$ cat src/rtl/nps_pkg.sv
// nps_pkg: shared types, codes and constants of the nearest polygon side block
// used by nps_ctrl, nps_datapath and nearest_polygon_side, not by nps_ram; depends on nothing
`timescale 1ns / 1ps

package nps_pkg;

  localparam int IDX_BITS       = 5;
  localparam int STEP_BITS      = IDX_BITS + 1;
  localparam int CFG_IDX_BITS   = 2;
  localparam int DEF_MAX_SIDES  = 16;
  localparam int DEF_COORD_BITS = 24;

  localparam logic [IDX_BITS-1:0] NUM_SIDES_RESET = 5'd4;
  localparam logic [IDX_BITS-1:0] NO_COVER_SIDE   = 5'd1;

  localparam logic CMD_LOAD  = 1'b0;
  localparam logic CMD_QUERY = 1'b1;

  localparam logic [CFG_IDX_BITS-1:0] CFG_NUM_SIDES = 2'd0;
  localparam logic [CFG_IDX_BITS-1:0] CFG_CENTER_X  = 2'd1;
  localparam logic [CFG_IDX_BITS-1:0] CFG_CENTER_Y  = 2'd2;

  typedef enum logic [1:0] {
    ST_IDLE,
    ST_SCAN,
    ST_FINISH
  } state_t;

  typedef struct packed {
    logic start;
    logic load;
    logic rd_en;
    logic rd_first;
    logic wrap;
    logic out_load;
  } ctrl_cmd_t;

  typedef struct packed {
    logic [IDX_BITS-1:0] n_sides;
  } ctrl_status_t;

endpackage

$ cat src/rtl/nps_ram.sv
// nps_ram: generic single write port, single read port ram with registered read
// depends on nothing
`timescale 1ns / 1ps

module nps_ram #(
  parameter int WIDTH = 8,
  parameter int DEPTH = 16
) (
  input  logic                     clk,
  input  logic                     we,
  input  logic [$clog2(DEPTH)-1:0] waddr,
  input  logic [WIDTH-1:0]         wdata,
  input  logic                     re,
  input  logic [$clog2(DEPTH)-1:0] raddr,
  output logic [WIDTH-1:0]         rdata
);

  logic [WIDTH-1:0] mem [DEPTH];

  always_ff @(posedge clk) begin
    if (we) begin
      mem[waddr] <= wdata;
    end
    if (re) begin
      rdata <= mem[raddr];
    end
  end

endmodule

$ cat src/rtl/nps_ctrl.sv
// nps_ctrl: controller state machine, sequences loads, the side scan and the result
// depends on nps_pkg
`timescale 1ns / 1ps

module nps_ctrl #(
  parameter int MAX_SIDES = nps_pkg::DEF_MAX_SIDES
) (
  input  logic                         clk,
  input  logic                         rst,
  input  logic                         in_valid,
  output logic                         in_ready,
  input  logic                         cmd,
  output logic                         out_valid,
  input  logic                         out_ready,
  input  nps_pkg::ctrl_status_t        status,
  output nps_pkg::ctrl_cmd_t           ctrl,
  output logic [$clog2(MAX_SIDES)-1:0] rd_addr
);

  localparam int AW = $clog2(MAX_SIDES);

  nps_pkg::state_t                   state, state_next;
  logic [nps_pkg::STEP_BITS-1:0]     step, step_next;
  logic [nps_pkg::STEP_BITS-1:0]     n_ext;
  logic                              out_valid_next;
  logic                              accept;

  assign n_ext   = nps_pkg::STEP_BITS'(status.n_sides);
  assign accept  = in_valid & in_ready;
  assign rd_addr = step[AW-1:0];

  always_ff @(posedge clk) begin
    if (rst) begin
      state     <= nps_pkg::ST_IDLE;
      step      <= '0;
      out_valid <= 1'b0;
    end else begin
      state     <= state_next;
      step      <= step_next;
      out_valid <= out_valid_next;
    end
  end

  always_comb begin
    state_next = state;
    step_next  = step;
    in_ready   = 1'b0;
    ctrl       = '0;
    unique case (state)
      nps_pkg::ST_IDLE: begin
        in_ready  = 1'b1;
        step_next = '0;
        if (accept) begin
          if (cmd == nps_pkg::CMD_QUERY) begin
            ctrl.start = 1'b1;
            state_next = (status.n_sides == '0) ? nps_pkg::ST_FINISH : nps_pkg::ST_SCAN;
          end else begin
            ctrl.load = 1'b1;
          end
        end
      end
      nps_pkg::ST_SCAN: begin
        ctrl.rd_en    = (step < n_ext);
        ctrl.rd_first = (step == '0);
        ctrl.wrap     = (step == n_ext);
        if (step == n_ext + nps_pkg::STEP_BITS'(2)) begin
          state_next = nps_pkg::ST_FINISH;
        end else begin
          step_next = step + nps_pkg::STEP_BITS'(1);
        end
      end
      nps_pkg::ST_FINISH: begin
        if (!out_valid || out_ready) begin
          ctrl.out_load = 1'b1;
          state_next    = nps_pkg::ST_IDLE;
        end
      end
      default: begin
        state_next = nps_pkg::ST_IDLE;
      end
    endcase
  end

  assign out_valid_next = ctrl.out_load | (out_valid & ~out_ready);

endmodule

$ cat src/rtl/nps_datapath.sv
// nps_datapath: configuration registers, side store, two stage side evaluation and
// best side tracking; depends on nps_pkg and nps_ram
`timescale 1ns / 1ps

module nps_datapath #(
  parameter int MAX_SIDES  = nps_pkg::DEF_MAX_SIDES,
  parameter int COORD_BITS = nps_pkg::DEF_COORD_BITS
) (
  input  logic                                clk,
  input  logic                                rst,
  input  nps_pkg::ctrl_cmd_t                  ctrl,
  input  logic [$clog2(MAX_SIDES)-1:0]        rd_addr,
  output nps_pkg::ctrl_status_t               status,
  input  logic                                cfg_valid,
  input  logic [nps_pkg::CFG_IDX_BITS-1:0]    cfg_index,
  input  logic [COORD_BITS-1:0]               cfg_data,
  input  logic [nps_pkg::IDX_BITS-1:0]        side_index,
  input  logic                                side_is_vertical,
  input  logic signed [COORD_BITS-1:0]        side_position,
  input  logic signed [COORD_BITS-1:0]        vertex_x,
  input  logic signed [COORD_BITS-1:0]        vertex_y,
  input  logic signed [COORD_BITS-1:0]        query_x,
  input  logic signed [COORD_BITS-1:0]        query_y,
  output logic [nps_pkg::IDX_BITS-1:0]        nearest_side
);

  localparam int CW = COORD_BITS;
  localparam int EW = COORD_BITS + 1;
  localparam int AW = $clog2(MAX_SIDES);
  localparam int RW = 3 * COORD_BITS + 1;

  logic [nps_pkg::IDX_BITS-1:0] num_sides;
  logic signed [CW-1:0]         center_x, center_y;
  logic signed [CW-1:0]         qx, qy;

  // side store
  logic          we;
  logic [AW-1:0] waddr;
  logic [RW-1:0] wdata, rdata;

  assign we    = ctrl.load && (side_index != '0) && (int'(side_index) <= MAX_SIDES);
  assign waddr = AW'(side_index - nps_pkg::IDX_BITS'(1));
  assign wdata = {side_is_vertical, side_position, vertex_x, vertex_y};

  nps_ram #(
    .WIDTH(RW),
    .DEPTH(MAX_SIDES)
  ) u_ram (
    .clk  (clk),
    .we   (we),
    .waddr(waddr),
    .wdata(wdata),
    .re   (ctrl.rd_en),
    .raddr(rd_addr),
    .rdata(rdata)
  );

  logic                 r_flag;
  logic signed [CW-1:0] r_pos, r_vx, r_vy;

  assign r_flag = rdata[3*CW];
  assign r_pos  = $signed(rdata[3*CW-1:2*CW]);
  assign r_vx   = $signed(rdata[2*CW-1:CW]);
  assign r_vy   = $signed(rdata[CW-1:0]);

  always_ff @(posedge clk) begin
    if (rst) begin
      num_sides <= nps_pkg::NUM_SIDES_RESET;
      center_x  <= '0;
      center_y  <= '0;
    end else if (cfg_valid) begin
      unique case (cfg_index)
        nps_pkg::CFG_NUM_SIDES: num_sides <= cfg_data[nps_pkg::IDX_BITS-1:0];
        nps_pkg::CFG_CENTER_X:  center_x  <= $signed(cfg_data);
        nps_pkg::CFG_CENTER_Y:  center_y  <= $signed(cfg_data);
        default: ;
      endcase
    end
  end

  assign status.n_sides = (int'(num_sides) > MAX_SIDES) ?
                          nps_pkg::IDX_BITS'(MAX_SIDES) : num_sides;

  // read side pipeline: held side waits for the next vertex
  logic                 rv, rfirst, rwrap;
  logic                 hold_flag;
  logic signed [CW-1:0] hold_pos, hold_vx, hold_vy;
  logic signed [CW-1:0] first_vx, first_vy;

  always_ff @(posedge clk) begin
    if (rst) begin
      rv     <= 1'b0;
      rfirst <= 1'b0;
      rwrap  <= 1'b0;
    end else begin
      rv     <= ctrl.rd_en;
      rfirst <= ctrl.rd_en & ctrl.rd_first;
      rwrap  <= ctrl.wrap;
    end
  end

  always_ff @(posedge clk) begin
    if (ctrl.start) begin
      qx <= query_x;
      qy <= query_y;
    end
    if (rv) begin
      hold_flag <= r_flag;
      hold_pos  <= r_pos;
      hold_vx   <= r_vx;
      hold_vy   <= r_vy;
      if (rfirst) begin
        first_vx <= r_vx;
        first_vy <= r_vy;
      end
    end
  end

  // stage one: span ends and distance of the held side
  logic                 e_valid;
  logic signed [CW-1:0] nvx, nvy;
  logic signed [EW-1:0] b_end, e_end, along, diff;
  logic [EW-1:0]        side_dist;

  assign e_valid = (rv & ~rfirst) | rwrap;
  assign nvx     = rwrap ? first_vx : r_vx;
  assign nvy     = rwrap ? first_vy : r_vy;

  always_comb begin
    if (hold_flag) begin
      b_end = EW'(hold_vy) + EW'(center_y);
      e_end = EW'(nvy) + EW'(center_y);
      along = EW'(qy);
      diff  = EW'(qx) - EW'(hold_pos);
    end else begin
      b_end = EW'(hold_vx) + EW'(center_x);
      e_end = EW'(nvx) + EW'(center_x);
      along = EW'(qx);
      diff  = EW'(qy) - EW'(hold_pos);
    end
    side_dist = diff[EW-1] ? EW'(-diff) : EW'(diff);
  end

  logic                 s1_valid;
  logic signed [EW-1:0] s1_b, s1_e, s1_along;
  logic [EW-1:0]        s1_dist;

  always_ff @(posedge clk) begin
    if (rst) begin
      s1_valid <= 1'b0;
    end else begin
      s1_valid <= e_valid;
    end
  end

  always_ff @(posedge clk) begin
    s1_b     <= b_end;
    s1_e     <= e_end;
    s1_along <= along;
    s1_dist  <= side_dist;
  end

  // stage two: coverage test and best side update, lowest index wins a tie
  logic                         covered, better;
  logic                         found;
  logic [nps_pkg::IDX_BITS-1:0] side_k, best;
  logic [EW-1:0]                best_dist;

  assign covered = ((s1_b <= s1_along) && (s1_along <= s1_e)) ||
                   ((s1_e <= s1_along) && (s1_along <= s1_b));
  assign better  = !found || (s1_dist < best_dist);

  always_ff @(posedge clk) begin
    if (rst) begin
      found <= 1'b0;
    end else if (ctrl.start) begin
      found <= 1'b0;
    end else if (s1_valid && covered && better) begin
      found <= 1'b1;
    end
  end

  always_ff @(posedge clk) begin
    if (ctrl.start) begin
      side_k <= nps_pkg::IDX_BITS'(1);
      best   <= nps_pkg::NO_COVER_SIDE;
    end else if (s1_valid) begin
      side_k <= side_k + nps_pkg::IDX_BITS'(1);
      if (covered && better) begin
        best      <= side_k;
        best_dist <= s1_dist;
      end
    end
    if (ctrl.out_load) begin
      nearest_side <= best;
    end
  end

endmodule

$ cat src/rtl/nearest_polygon_side.sv
// nearest_polygon_side: top level, joins the controller and the datapath
// depends on nps_pkg, nps_ctrl, nps_datapath and nps_ram
`timescale 1ns / 1ps

// Holds the sides of a rectilinear cell outline in a ram with one write and one read
// port and answers queries with the nearest side whose span covers the pin, lowest
// index on a tie, side 1 when none covers. A load item gives no result. A query item
// reads the stored sides one per cycle through the ram read port (their count clamped
// to MAX_SIDES), and its result is loaded into the output register once that register
// is free; the next item is taken the cycle after. Loads are accepted while a result
// waits at the output. Configuration writes are always taken and must only be made
// while no query is in flight.

module nearest_polygon_side #(
  parameter int MAX_SIDES  = nps_pkg::DEF_MAX_SIDES,
  parameter int COORD_BITS = nps_pkg::DEF_COORD_BITS
) (
  input  logic                             clk,
  input  logic                             rst,
  input  logic                             cfg_valid,
  output logic                             cfg_ready,
  input  logic [nps_pkg::CFG_IDX_BITS-1:0] cfg_index,
  input  logic [COORD_BITS-1:0]            cfg_data,
  input  logic                             in_valid,
  output logic                             in_ready,
  input  logic                             cmd,
  input  logic [nps_pkg::IDX_BITS-1:0]     side_index,
  input  logic                             side_is_vertical,
  input  logic signed [COORD_BITS-1:0]     side_position,
  input  logic signed [COORD_BITS-1:0]     vertex_x,
  input  logic signed [COORD_BITS-1:0]     vertex_y,
  input  logic signed [COORD_BITS-1:0]     query_x,
  input  logic signed [COORD_BITS-1:0]     query_y,
  output logic                             out_valid,
  input  logic                             out_ready,
  output logic [nps_pkg::IDX_BITS-1:0]     nearest_side
);

  nps_pkg::ctrl_cmd_t           ctrl;
  nps_pkg::ctrl_status_t        status;
  logic [$clog2(MAX_SIDES)-1:0] rd_addr;

  assign cfg_ready = 1'b1;

  nps_ctrl #(
    .MAX_SIDES(MAX_SIDES)
  ) u_ctrl (
    .clk      (clk),
    .rst      (rst),
    .in_valid (in_valid),
    .in_ready (in_ready),
    .cmd      (cmd),
    .out_valid(out_valid),
    .out_ready(out_ready),
    .status   (status),
    .ctrl     (ctrl),
    .rd_addr  (rd_addr)
  );

  nps_datapath #(
    .MAX_SIDES (MAX_SIDES),
    .COORD_BITS(COORD_BITS)
  ) u_datapath (
    .clk             (clk),
    .rst             (rst),
    .ctrl            (ctrl),
    .rd_addr         (rd_addr),
    .status          (status),
    .cfg_valid       (cfg_valid),
    .cfg_index       (cfg_index),
    .cfg_data        (cfg_data),
    .side_index      (side_index),
    .side_is_vertical(side_is_vertical),
    .side_position   (side_position),
    .vertex_x        (vertex_x),
    .vertex_y        (vertex_y),
    .query_x         (query_x),
    .query_y         (query_y),
    .nearest_side    (nearest_side)
  );

  a_result_in_range: assert property (@(posedge clk) disable iff (rst)
    out_valid |-> (nearest_side != '0) && (int'(nearest_side) <= MAX_SIDES))
    else $error("result side index out of range");

  a_query_blocks_input: assert property (@(posedge clk) disable iff (rst)
    (in_valid && in_ready && (cmd == nps_pkg::CMD_QUERY)) |=> !in_ready)
    else $error("input taken while a query is in flight");

  a_result_not_overwritten: assert property (@(posedge clk) disable iff (rst)
    ctrl.out_load |-> (!out_valid || out_ready))
    else $error("result register loaded while a result still waits");

endmodule

$ cat config.mk
export PLATFORM = sky130hd
export DESIGN_NAME = nearest_polygon_side
export DESIGN_NICKNAME = d
export VERILOG_FILES = /design/src/rtl/nps_pkg.sv /design/src/rtl/nps_ram.sv /design/src/rtl/nps_ctrl.sv /design/src/rtl/nps_datapath.sv /design/src/rtl/nearest_polygon_side.sv
export SDC_FILE = /design/constraint.sdc
export NUM_CORES = 2
export LEC_CHECK = 0
export BUFFER_PORTS_ARGS = -buffer_cell sky130_fd_sc_hd__buf_2
export CORE_MARGIN = 2
export CORE_UTILIZATION = 30
export DETAILED_ROUTE_END_ITERATION = 12
export PLACE_DENSITY = 0.41
export SLEW_MARGIN = 20
export SYNTH_ARGS = -nofsm -noshare
export SYNTH_HDL_FRONTEND = slang
export SYNTH_SLANG_ARGS = --single-unit
$ cat constraint.sdc
create_clock -name clk -period 22.4 [get_ports clk]
set_input_delay 2.24 -clock clk [delete_from_list [all_inputs] [get_ports clk]]
set_output_delay 2.24 -clock clk [all_outputs]
set_load 0.05 [all_outputs]
==> metrics.cfg <==
[place]
gp_congestion=0.7775
portBuffers=164
dp_hpwl_um=124700

[floorplan]
die_h_um=476.0
initial_core_util_pct=30.12
die_area_mm2=0.2266
fp-row-count=173
io_pins=166
fp.dieW_um=476.0
core_area_mm2=0.2219

[cts]
ctsResizeCount=0
cts_setup_buffers=0
clk_pin_slew_worst_paths_ps=70
clk_latency_ps=830
cts.sinks=1616
cts_made_buffers=180
hold_buffers=0
cts_buffer_depth=3
cts_tree=built
clockRootBuffer=clkbuf_16
htreeDepth=4

[worst_setup_path]
cpMaxStageDelayCell=buf_4
reg2reg_slack_ps=16900
reg2reg_to=u_datapath.u_ram.rdata[12]
crit_path_start_kind=register
worst-r2r-cell-count=6
endpoint=u_datapath.u_ram.rdata[12]
path_class=register to register
max_stage_delay_ps=850
cpMostUsedCell=buf_4
crit_arrival_ps=6060
crit_chain=buf_4 > buf_4 > buf_4 > buf_4 > mux4_2 > mux4_2
required_ps=22960
cp-startpoint=u_ctrl.step[0]
worst_setup_path_end_kind=register
worstPathMaxFanout=45
r2r-start=u_ctrl.step[0]

[synthesis]
async_reset_ff_share_pct=0
synthFlopType=edfxtp_1
ys_ff_latch=1616
synthCells=3745
synth_area_leaders=edfxtp_1, mux4_2, dfxtp_1, ha_1, mux2_2
netlist.area_leader.share_pct=64.70
synth_edf_count=1440
synth.distinct_cells=76
avgSynthCellArea_um2=17.85
ys_warn_count=0
synth_nets=4113
synth-seq-area-share_pct=69.97
synth_top_cell_by_area=edfxtp_1
synth_area_mm2=0.06683

[power]
swShare_pct=22.61
p_leak_nw=25.77
p_total_mw=6.775
switchingPower_mw=1.532
pwr-share-seq_pct=50.0
internal-power_mw=5.244
vdd_ir_drop_max_mv=0.06722
p_per_area_mw_per_mm2=87.39
p_clk_share_pct=44.1
p_comb_share_pct=6.0

[hold_path]
hp-start=u_datapath.u_ram.rdata[67]
hp-class=register to register
hold_path_depth=0

[timing]
min_period_over_period_pct=24.55
drv_slew=0
final_hold_viol_count=0
period_minus_slack_ps=5499
slew_headroom_pct=26.04
max_slew.worst_pin.slew_ps=1109
setup_violations=0
fin_skew_ps=64.33
fin_tns_setup_ps=0
fmax_ghz=0.1819
grt_setup_unrepaired=false

[detailed_routing]
drc_errors=0
drt-total-wl_um=190000
num_vias=34830
dr.pass1.iters=5
ant_nets=0
drt-vias-per-instance=4.865
drtIter0Drc=2708
wl_per_cell_um=26.54

[final_layout]
area_growth_pct=16.00
mostFrequentLayoutCells=edfxtp_1, mux4_2, ha_1, a21oi_1, clkbuf_16
final_common_cell=edfxtp_1
drive_above_1_share_pct=23.77
nets=4386

[global_routing]
grt_max_degree=63
grt_pass1_vias=35580
grt-ovfl-total=0
grt_first_pass_wirelength_um=268500
grt_util_all_layers_pct=16.71
antenna_found_initial=46

[status]
status=finished, final reports clean

[flow_run]
cap_violations=0

## cells by family (layout without fill, tap and decap cells)
group | count (synthesis) | in the layout | share of synthesized area (%)
DFF | 1616 | 1616 | 69.97
xor gates and xnor gates | 125 | 125 | 1.638
muxes | 476 | 476 | 14.14
other | 1 | 16 | 0.005611
adders and majority gates | 210 | 210 | 3.988
AOI/OAI and AO/OA | 509 | 509 | 4.862
buffers and inverters | 284 | 708 | 1.618
and+or+nand+nor | 524 | 524 | 3.776
## critical path, delay by kind of cell, from the launching register on
| kind | cells | cell delay [ps] |
|---|---|---|
| buf+inv | 4 | 3110 |
| flops | 1 | 810 |
| mux | 2 | 1120 |
## layer usage
metal,part of all wire (%),global-route usage [%],up-vias
met4,1.7,3.629,10
met1,48,24.17,18270
met3,5.0,3.037,240
met2,46,26.16,764
met5,0.030,0,-
li1,-,-,15540
## worst min-delay path by stage
stage / to
after global routing: u_datapath.hold_pos[17]
after detailed placement: u_datapath.hold_pos[13]
final: u_datapath.hold_pos[19]
after CTS: u_datapath.hold_pos[19]
after global placement: u_datapath.hold_pos[17]
after floorplan: u_datapath.best_dist[0]
## power by group through the flow
| stage | clock network (mW) | registers (mW) | logic [mW] |
|---|---|---|---|
| 2_1_floorplan | 0 | 3.43 | 0.257 |
| 3_3_place_gp | 0 | 3.45 | 0.412 |
| 3_5_place_dp | 0 | 3.45 | 0.413 |
| 4_1_cts | 3.08 | 3.39 | 0.415 |
| 5_1_grt | 3.19 | 3.39 | 0.451 |
| 6_report | 2.99 | 3.38 | 0.404 |
## flip-flops by register name, summed over array words and instances, names as in the netlist, 25 cells and up
register,flops
u_datapath.s1_e,25
u_datapath.s1_dist,25
u_datapath.s1_b,25
u_datapath.best_dist,25
u_datapath.u_ram.rdata,73
u_datapath.u_ram.mem,1168
## synthesized netlist by cell type, drive strengths merged (82+ instances only)
cell type	number
o21ai	82
a21oi	191
nor2	115
edfxtp	1440
mux2	95
inv	146
ha	205
nand2	180
clkbuf	96
a21o	82
mux4	365
dfxtp	176
## area by class of cell
cell class / count / area (µm²)
Clock inverter: 104 / 1236
Inverter: 146 / 548.0
Multi-Input combinational cell: 1845 / 19120
Antenna cell: 15 / 37.54
Clock buffer: 229 / 4750
Fill cell: 20980 / 144300
Tap cell: 2975 / 3722
Sequential cell: 1616 / 46780
Timing Repair Buffer: 229 / 1329
## through the flow
stage / std cells / setup slack (ps) / cell area [µm²] / hold WS [ps] / util (%)
after floorplan: 3745 / 13630 / 66830 / 399.5 / -
after global placement: 6810 / 16610 / 71470 / 406.4 / 32.21
after detailed placement: 6810 / 16560 / 71470 / 406.3 / 32.21
after CTS: 7143 / 16540 / 77460 / 418.7 / 34.91
after global routing: 7147 / 16310 / 77490 / 431.3 / 34.93
final: 7159 / 16900 / 77520 / 411.5 / 34.94
Power figures use the tool's default switching activity.
